===== src/hw/rtl/palette_color_interning_core_macros.svh =====
// ----------------------------------------------------------------------------
// Palette color interning - assertion macros
// Shared concurrent assertion forms; the including module supplies clk and
// arst_n.
// ----------------------------------------------------------------------------
`ifndef PALETTE_COLOR_INTERNING_CORE_MACROS_SVH
`define PALETTE_COLOR_INTERNING_CORE_MACROS_SVH

// Condition must hold at every edge outside reset.
`define PCI_ASSERT_ALWAYS(label, cond, msg) \
	label: assert property (@(posedge clk) disable iff (!arst_n) (cond)) else $error(msg);

// Antecedent implies consequent in the same cycle.
`define PCI_ASSERT_IMPLY(label, ante, cons, msg) \
	label: assert property (@(posedge clk) disable iff (!arst_n) (ante) |-> (cons)) \
		else $error(msg);

`endif


===== src/hw/rtl/pci_pkg.sv =====
// ----------------------------------------------------------------------------
// Palette color interning - package
// Sizes, register indexes, op and outcome codes, and the types passed
// between the sequencer and the distance unit.
// ----------------------------------------------------------------------------
`default_nettype none

package pci_pkg;

	localparam int PALETTE_DEPTH = 256;
	localparam int IDX_W         = $clog2(PALETTE_DEPTH);
	localparam int CNT_W         = $clog2(PALETTE_DEPTH + 1);

	localparam int CH_W   = 8;
	localparam int RGB_W  = 3 * CH_W;
	localparam int SQ_W   = 2 * CH_W;
	localparam int DIST_W = SQ_W + 2;

	localparam int SLOT_W = 8;
	localparam int USED_W = 9;
	localparam int OP_W   = 2;

	localparam int CFG_IDX_W  = 2;
	localparam int CFG_DATA_W = 9;

	localparam logic [CFG_IDX_W-1:0] REG_BG_RED   = CFG_IDX_W'(0);
	localparam logic [CFG_IDX_W-1:0] REG_BG_GREEN = CFG_IDX_W'(1);
	localparam logic [CFG_IDX_W-1:0] REG_BG_BLUE  = CFG_IDX_W'(2);
	localparam logic [CFG_IDX_W-1:0] REG_BUDGET   = CFG_IDX_W'(3);

	localparam logic [CFG_DATA_W-1:0] BUDGET_RESET = CFG_DATA_W'(256);
	localparam logic [CFG_DATA_W-1:0] BUDGET_MIN   = CFG_DATA_W'(2);
	localparam logic [CFG_DATA_W-1:0] BUDGET_MAX   = CFG_DATA_W'(PALETTE_DEPTH);

	localparam logic [OP_W-1:0] OP_INTERN  = OP_W'(0);
	localparam logic [OP_W-1:0] OP_RESTART = OP_W'(1);

	typedef enum logic [2:0] {
		OUT_EXACT       = 3'd0,
		OUT_APPENDED    = 3'd1,
		OUT_NEAREST     = 3'd2,
		OUT_RESTARTED   = 3'd3,
		OUT_READ_OK     = 3'd4,
		OUT_READ_UNUSED = 3'd5
	} outcome_t;

	// One palette entry entering the distance unit.
	typedef struct packed {
		logic             valid;
		logic [IDX_W-1:0] index;
		logic [RGB_W-1:0] rgb;
	} dist_req_t;

	// Running result of the scan.
	typedef struct packed {
		logic             busy;
		logic             exact;
		logic [IDX_W-1:0] nearest_index;
		logic [RGB_W-1:0] nearest_rgb;
	} dist_status_t;

endpackage

`default_nettype wire


===== src/hw/rtl/pci_dist.sv =====
// ----------------------------------------------------------------------------
// Palette color interning - distance unit
// Two-stage squared RGB distance and running minimum; first strict minimum
// wins, so ties keep the lowest index.
// ----------------------------------------------------------------------------
`default_nettype none

module pci_dist (
	input  logic                       clk,
	input  logic                       arst_n,
	input  logic                       clear,
	input  logic [pci_pkg::RGB_W-1:0]  color,
	input  pci_pkg::dist_req_t         req,
	output pci_pkg::dist_status_t      status
);
	import pci_pkg::*;

	logic              valid_s1;
	logic [IDX_W-1:0]  index_s1;
	logic [RGB_W-1:0]  rgb_s1;
	logic [SQ_W-1:0]   sq_r_s1, sq_g_s1, sq_b_s1;
	logic [DIST_W-1:0] best_q;
	logic [IDX_W-1:0]  nearest_index_q;
	logic [RGB_W-1:0]  nearest_rgb_q;
	logic [DIST_W-1:0] sum;

	function automatic logic [SQ_W-1:0] chan_sq(input logic [CH_W-1:0] a,
		input logic [CH_W-1:0] b);
		logic [CH_W-1:0] d;
		d = (a > b) ? (a - b) : (b - a);
		return SQ_W'(d) * SQ_W'(d);
	endfunction

	// stage 1: per-channel squares
	always_ff @(posedge clk) begin
		index_s1 <= req.index;
		rgb_s1   <= req.rgb;
		sq_r_s1  <= chan_sq(req.rgb[3*CH_W-1:2*CH_W], color[3*CH_W-1:2*CH_W]);
		sq_g_s1  <= chan_sq(req.rgb[2*CH_W-1:CH_W], color[2*CH_W-1:CH_W]);
		sq_b_s1  <= chan_sq(req.rgb[CH_W-1:0], color[CH_W-1:0]);
	end

	assign sum = DIST_W'(sq_r_s1) + DIST_W'(sq_g_s1) + DIST_W'(sq_b_s1);

	// stage 2: sum and compare against the running best
	always_ff @(posedge clk or negedge arst_n) begin
		if (!arst_n) begin
			valid_s1 <= 1'b0;
			best_q   <= '1;
		end else begin
			valid_s1 <= req.valid;
			if (clear) begin
				best_q <= '1;
			end else if (valid_s1 && (sum < best_q)) begin
				best_q <= sum;
			end
		end
	end

	always_ff @(posedge clk) begin
		if (!clear && valid_s1 && (sum < best_q)) begin
			nearest_index_q <= index_s1;
			nearest_rgb_q   <= rgb_s1;
		end
	end

	assign status = '{
		busy:          valid_s1,
		exact:         (best_q == '0),
		nearest_index: nearest_index_q,
		nearest_rgb:   nearest_rgb_q
	};

endmodule

`default_nettype wire


===== config.mk =====
export PLATFORM = sky130hd
export DESIGN_NAME = pci_dist
export DESIGN_NICKNAME = d
export VERILOG_FILES = /design/src/hw/rtl/palette_color_interning_core_macros.svh /design/src/hw/rtl/pci_pkg.sv /design/src/hw/rtl/pci_dist.sv
export SDC_FILE = /design/constraint.sdc
export NUM_CORES = 1
export LEC_CHECK = 0
export ABC_CLOCK_PERIOD_IN_PS = 13400
export BUFFER_PORTS_ARGS = -buffer_cell sky130_fd_sc_hd__buf_2
export CAP_MARGIN = 30
export CORE_ASPECT_RATIO = 0.7
export CORE_MARGIN = 3
export CORE_UTILIZATION = 42
export DETAILED_ROUTE_END_ITERATION = 16
export PLACE_DENSITY = 0.65
export SYNTH_ARGS = -nofsm -noshare
export SYNTH_HDL_FRONTEND = slang
export SYNTH_SLANG_ARGS = --single-unit

===== constraint.sdc =====
create_clock -name clk -period 13.4 [get_ports clk]
set_clock_uncertainty 0.05 [all_clocks]
set_input_delay 2.68 -clock clk [delete_from_list [all_inputs] [get_ports clk]]
set_output_delay 2.68 -clock clk [all_outputs]
set_load 0.05 [all_outputs]

==> results of run 1 <==
[sequential cells by signal, indices dropped and copies added (netlist names), 8 cells and up]
signal,count
best_q,18
index_s1,8
nearest_index_q,8
nearest_rgb_q,24
rgb_s1,24
sq_b_s1,15
sq_g_s1,15
sq_r_s1,15
[cell usage in the layout, fill, tap and decap left out, types with 10 or more instances in the layout]
master,instances
inv_1,233
ha_1,168
nor2_1,107
fa_1,97
buf_2,93
dfxtp_1,77
a21oi_1,74
xnor2_1,46
nand2_1,37
o21ai_0,35
edfxtp_1,32
nor3_1,24
a21o_1,22
mux2i_1,22
xor2_1,20
o21a_1,19
dfstp_2,18
clkbuf_16,17
nand3_1,15
or2_2,14
nand2b_1,14
o21bai_1,11
o31a_1,10
[worst paths after layout]
kind | startpoint | to | cells after the start
setup / recovery | req[0] | sq_b_s1[15] | 25
hold / removal | rgb_s1[22] | nearest_rgb_q[22] | 0
setup reg to reg | sq_b_s1[3] | nearest_rgb_q[7] | 15
hold reg to reg | rgb_s1[22] | nearest_rgb_q[22] | 0
max in group asynchronous | arst_n | best_q[5] | 1
min in group asynchronous | arst_n | valid_s1 | 1
[critical path, stage by stage]
cell	delay [ps]
buf_2	100
inv_1	40
ha_1	190
fa_1	400
nand2b_1	180
a211o_1	300
o21ba_1	270
nor2_1	430
o221ai_2	210
or2_0	370
or2_1	310
fa_1	540
inv_1	70
fa_1	500
fa_1	540
inv_1	50
fa_1	530
inv_1	40
ha_1	320
o21a_1	110
nor2_1	230
a21oi_1	100
a21boi_0	320
o21ai_0	170
xor2_1	160
[cell usage after synthesis, types with 9 or more instances]
master / count
nand2b_1: 14
o31ai_1: 9
ha_1: 168
o21bai_1: 11
nand3_1: 15
mux2i_1: 22
dfxtp_1: 77
a21o_1: 22
nor3_1: 24
clkbuf_1: 17
xnor2_1: 46
a21oi_1: 74
xor2_1: 20
or2_2: 14
dfstp_2: 18
o21a_1: 19
nand4_1: 9
nor2_1: 108
edfxtp_1: 32
o21ai_0: 35
nand2_1: 37
o31a_1: 10
fa_1: 97
inv_1: 233
[metrics by stage]
step	cell area, sq um	hold slack [ps]	utilization	instances
4_1_cts	13200	354	0.486	1718
3_3_place_gp	12600	336	0.464	1685
3_5_place_dp	12600	339	0.465	1686
6_report	13200	353	0.486	1718
5_1_grt	13200	356	0.486	1718
2_1_floorplan	11800	336	-	1251
[layer usage]
metal,part of all wire,GRT usage,up-vias
met2,0.42,0.242,194
met3,0.045,0.0324,23
met5,0,0,-
met4,0.012,0.0437,0
met1,0.52,0.263,4153
li1,-,-,4322
[layout make-up]
class	count	area (sq um)
fill	2543	13900
multi-input combinational	863	7770
sequential	128	3000
inverter	233	875
timing repair buffer	98	515
tap	364	455
clock buffer	18	429
clock inverter	14	168
[cell families (layout without fill, tap and decap cells)]
logic type / Yosys count / after routing / synth area share
xor gates and xnor gates: 68 / 68 / 0.0519
and+or+nand+nor: 271 / 271 / 0.112
adders and majority gates: 265 / 265 / 0.344
AOI/OAI and AO/OA: 234 / 234 / 0.132
other: 2 / 3 / 0.000639
buffers and inverters: 260 / 363 / 0.0853
DFF: 128 / 128 / 0.255
muxes: 22 / 22 / 0.0187
==> impl_metrics.toml, run 1 <==
[cts]
post-cts-setup-buffers = 0
cts-htree-levels = 4
cts_buffers = 17
cts_tree = "done"
cts_sinks = 128
cts_hold_buf = 0
cts_resized = 0
clkTransAtPathRegs_ps = 60
clk_path_buf_depth = 2
insertion_delay_ps = 430
cts-root-buf = "clkbuf_16"

[logic_synthesis]
async_flop_share = 0.148
yosys.cell_types.count = 70
synth.area.top_cells = "ha_1 (18%), fa_1 (17%), dfxtp_1 (13%)"
yosysSeqAreaShare = 0.255
syn_avg_cell_area_sq_um = 9.41
synth_area_sq_um = 11800
synth_edf_count = 32
synth-main-ff-cell = "dfxtp_1"
yosysTopAreaCell = "ha_1"
ys_ff_latch = 128
synth_top_area_share = 0.179
syn_inst = 1250
ys.warnings.count = 0

[finish]
layout-drive-gt1-share = 0.129
nNetsFinal = 1666
area_growth_pct = 12.3
antenna-diode-count = 0

[routing]
wire_per_inst_um = 14.3
wl_um = 24600
drtIter0Drc = 531
drc = 0
vias = 8692
postRouteAntennaNets = 0
via_per_inst = 5.06
dr.pass1.iters = 5

[floorplanning]
fp.coreArea_sq_um = 27200
start_util = 0.433
die_area_sq_um = 30100
design.portCount = 94
die-width_um = 206
die_h_um = 146
std_cell_rows = 50

[sta]
finalSetupTns_ps = 0
worst_pin_slew_ps = 802
drv_slew = 0
setup_slack_ps = 4510
max_freq_mhz = 112
rsz0062_at_grt = "false"
finalCritPeriodShare = 0.664
fin_crit_ps = 8890
relSlewSlack = 0.450
hold_viol = 0
setup_viol_count_final = 0

[critical_path]
endpoint_kind = "flop"
crit_path_max_fanout = 9
criticalPathCategory = "in2reg"
crit_path_start_kind = "primary input"
critPathRequiredTime_ps = 13650
r2r_slack_ps = 8340
worstPathArrival_ps = 9150

[global_routing]
grt_pass1_wl_um = 41700
grt_pass1_vias = 8550
grtUsageTotal = 0.170
grt_max_degree = 29
antenna_found_initial = 0
overflow = 0

[status]
status = "finished clean"

[placement]
numPortBuffers = 93
pre_cts_slack_ps = 4140
place_congestion = 0.926
dpl.hpwl_um = 20300

[job]
max_cap_viol_count = 0

[worst_hold_path]
hold_class = "reg2reg"
Power of run 1 is not shown: default switching activity piles up to over one toggle a cycle in this logic, so the estimate is an artifact.
==> run 2: changes to the inputs <==
ABC_CLOCK_PERIOD_IN_PS = 8240   (was 13400)
clock period = 8.24 ns   (was 13.4 ns; I/O delays follow)
==> impl_metrics.toml, run 2 (synthesis gave the netlist of run 1 again) <==
[finish]
final_cell_mix = "inv_1 (233), ha_1 (168), nor2_1 (107), fa_1 (97), buf_2 (93)"
largestRegisters = "nearest_rgb_q: 24 flops, rgb_s1: 24 flops, best_q: 18 flops"
multiInputGateArea_sq_um = 7770
layout-drive-gt1-share = 0.137
regArea_sq_um = 3000
area_growth_pct = 13.3
antenna-diode-count = 0
nNetsFinal = 1678
nFillCells = 2555
final_common_cell = "inv_1"

[placement]
numPortBuffers = 93
place_congestion = 0.892
dpl.hpwl_um = 20000

[worst_hold_path]
min_from = "rgb_s1[13]"
hold_class = "reg2reg"
min_to = "nearest_rgb_q[13]"
holdPathStages = 0

[global_routing]
grtUsageTotal = 0.169
grt_pass1_wl_um = 41000
grt_max_degree = 25
antenna_found_initial = 0
overflow = 0
grt_pass1_vias = 8313

[sta]
rsz0062_at_grt = "false"
relSlewSlack = 0.528
setup_viol_count_final = 0
finalSetupTns_ps = 0
hold_viol = 0
finalCritPeriodShare = 0.933
max_freq_mhz = 130
fin_crit_ps = 7680
drv_slew = 0
worst_pin_slew_ps = 704

[critical_path]
criticalPathCategory = "in2reg"
crit_path_start_kind = "primary input"
crit_family = "adder cells"
worstPathArrival_ps = 7930
critPathRequiredTime_ps = 8490
reg2reg_depth = 16
crit_top_cell = "fa_1"
reg2reg_to = "nearest_rgb_q[7]"
r2r_slack_ps = 2900
max_stage_delay_ps = 540
cp_num_cells = 25
r2r-start = "sq_b_s1[3]"
crit_path_max_fanout = 9
endpoint_kind = "flop"
critical_path_buf_inv_count = 5
cpMaxStageDelayCell = "fa_1"

[cts]
insertion_delay_ps = 430
cts-htree-levels = 4
cts_tree = "done"
cts_buffers = 17
post-cts-setup-buffers = 0
cts_hold_buf = 0
clk_path_buf_depth = 2
cts_resized = 0
cts_sinks = 128
clkTransAtPathRegs_ps = 70
cts-root-buf = "clkbuf_16"

[status]
status = "finished clean"

[routing]
drtIter0Drc = 524
postRouteAntennaNets = 0
wire_per_inst_um = 14.0
wl_um = 24200
vias = 8650
dr.pass1.iters = 5
via_per_inst = 5.00
drc = 0

[floorplanning]
fp.coreArea_sq_um = 27200
design.portCount = 94
std_cell_rows = 50
start_util = 0.433
die_area_sq_um = 30100
die-width_um = 206
die_h_um = 146

[job]
max_cap_viol_count = 0
==> run 2: how the worst max path moves through the flow <==
| stage | from | to | slack, ps |
|---|---|---|---|
| floorplan | req[0] | sq_b_s1[15] | 510 |
| global placement | req[0] | sq_b_s1[15] | 250 |
| detailed placement | req[0] | sq_b_s1[15] | 160 |
| CTS | req[0] | sq_b_s1[15] | 580 |
| global route | req[0] | sq_b_s1[15] | 150 |
| finish | req[0] | sq_b_s1[15] | 560 |
==> run 2: area by class of cell <==
type,instances,share of cell area
inverters,233,0.0657
clock inverters,15,0.0128
well taps,364,0.0342
clock buffers,17,0.0319
repair buffers,110,0.0470
multi-input cells,863,0.583
flip-flops and latches,128,0.225
==> run 2: stage by stage <==
stage	hold slack [ps]	std cells	setup slack [ps]	cell area (sq um)	utilization
finish	351	1730	555	13300	0.491
global route	359	1730	149	13300	0.491
floorplan	336	1251	511	11800	-
detailed placement	339	1698	164	12700	0.469
CTS	353	1730	577	13300	0.491
global placement	335	1696	253	12700	0.467
==> run 2: layer usage <==
metal  global-route usage  share of wire  vias to the layer above  routed length [um]
li1                     -              -                     4345                   -
met1                0.266           0.54                     4121               12900
met2                0.239           0.41                      171               10000
met3               0.0297          0.042                       13                1010
met4               0.0387         0.0084                        0                 204
met5                    0              0                        -                   0
Power of run 2 is left out for the same reason.
==> run 3: changes to the inputs <==
==> constraint.sdc (replaced) <==
create_clock -name clk -period 8.24 [get_ports clk]
set_clock_uncertainty 0.05 [all_clocks]
set_input_delay 0.412 -clock clk [delete_from_list [all_inputs] [get_ports clk]]
set_output_delay 0.412 -clock clk [all_outputs]
set_load 0.05 [all_outputs]
==> impl_metrics.toml, run 3 (synthesis gave the netlist of run 1 again) <==
[status]
status = "finished clean"

[cts]
cts_hold_buf = 1
post-cts-setup-buffers = 0
cts_tree = "done"
cts_buffers = 17
insertion_delay_ps = 430
cts_resized = 0
cts_sinks = 128
cts-root-buf = "clkbuf_16"
clk_path_buf_depth = 2
clkTransAtPathRegs_ps = 60
cts-htree-levels = 4

[placement]
place_congestion = 0.911
dp_cells = 1688
dpl.hpwl_um = 20100
numPortBuffers = 93

[floorplanning]
fp.coreArea_sq_um = 27200
start_util = 0.433
design.portCount = 94
std_cell_rows = 50
die_area_sq_um = 30100
die-width_um = 206
die_h_um = 146

[global_routing]
grtUsageMet1 = 0.260
grtUsageMet2 = 0.238
grt_use_met3 = 0.0376
overflow = 0
grtUsageTotal = 0.167
grt_pass1_wl_um = 40900
grt_busiest_layer = "met1"
grt_max_degree = 29
grt_pass1_vias = 8371
antenna_found_initial = 0

[finish]
fin_util = 0.489
nNetsFinal = 1669
largestRegisters = "nearest_rgb_q: 24 flops, rgb_s1: 24 flops, best_q: 18 flops"
fin_cells = 1721
final_cell_mix = "inv_1 (233), ha_1 (168), nor2_1 (107), fa_1 (97), buf_2 (93)"
area_growth_pct = 12.9
final_common_cell = "inv_1"
antenna-diode-count = 0
nFillCells = 2587
layout-drive-gt1-share = 0.130

[sta]
hold_viol = 0
drv_slew = 0
finalCritPeriodShare = 0.797
relSlewSlack = 0.441
finalSetupTns_ps = 0
worst_pin_slew_ps = 833
rsz0062_at_grt = "false"
setup_viol_count_final = 0
fin_crit_ps = 6570
max_freq_mhz = 152
holdWs_ps = 35.5

[worst_hold_path]
hold_class = "in2reg"

[critical_path]
critical_path_buf_inv_count = 5
criticalPathCategory = "in2reg"
cpMaxStageDelayCell = "fa_1"
worstPathArrival_ps = 6820
crit_top_cell = "fa_1"
crit_family = "adder cells"
max_stage_delay_ps = 540
crit_path_max_fanout = 9
endpoint_kind = "flop"
crit_path_start_kind = "primary input"
critPathRequiredTime_ps = 8490

[routing]
wl_um = 24100
drc = 0
via_per_inst = 5.02
dr.pass1.iters = 5
vias = 8631
postRouteAntennaNets = 0
drtIter0Drc = 408
wire_per_inst_um = 14.0

[job]
max_cap_viol_count = 0
-- run 3: changes by cell type in the layout (fill, tap and decap cells not counted), sizes merged --
cell and delta:
buf -10, inv -3, bufinv +2, clkbuf +2, clkinv -1, dlygate4sd3 +1
-- run 3: final timing paths --
check                                 from                end  slack [ps]  cells past startpoint
worst max-delay path                req[0]        sq_b_s1[15]        1670                     25
worst min-delay path               req[27]        index_s1[3]          40                      1
worst max register to register  sq_b_s1[3]   nearest_rgb_q[7]        3280                     15
worst min register to register  rgb_s1[22]  nearest_rgb_q[22]         350                      0
max in group asynchronous           arst_n          best_q[4]        7390                      2
min in group asynchronous           arst_n           valid_s1         400                      2
-- run 3: cell type report --
| class | count | area [sq um] | share of cell area |
|---|---|---|---|
| Multi-Input combinational cell | 863 | 7770 | 0.585 |
| Sequential cell | 128 | 3000 | 0.226 |
| Inverter | 233 | 875 | 0.0659 |
| Timing Repair Buffer | 101 | 541 | 0.0407 |
| Tap cell | 364 | 455 | 0.0343 |
| Clock buffer | 19 | 443 | 0.0333 |
| Clock inverter | 13 | 201 | 0.0152 |
-- run 3: through the flow --
stage	cell area [sq um]	setup WS [ps]
final	13300	1670
after global routing	13300	1350
after detailed placement	12600	1290
after global placement	12600	1430
after floorplan	11800	1750
after CTS	13300	1710
-- run 3: routing by layer --
metal / vias up / wire, um
met1: 4124 / 12800
met3: 13 / 1130
met5: - / 0
li1: 4327 / -
met2: 167 / 10000
met4: 0 / 167
Power of run 3 is left out for the same reason.
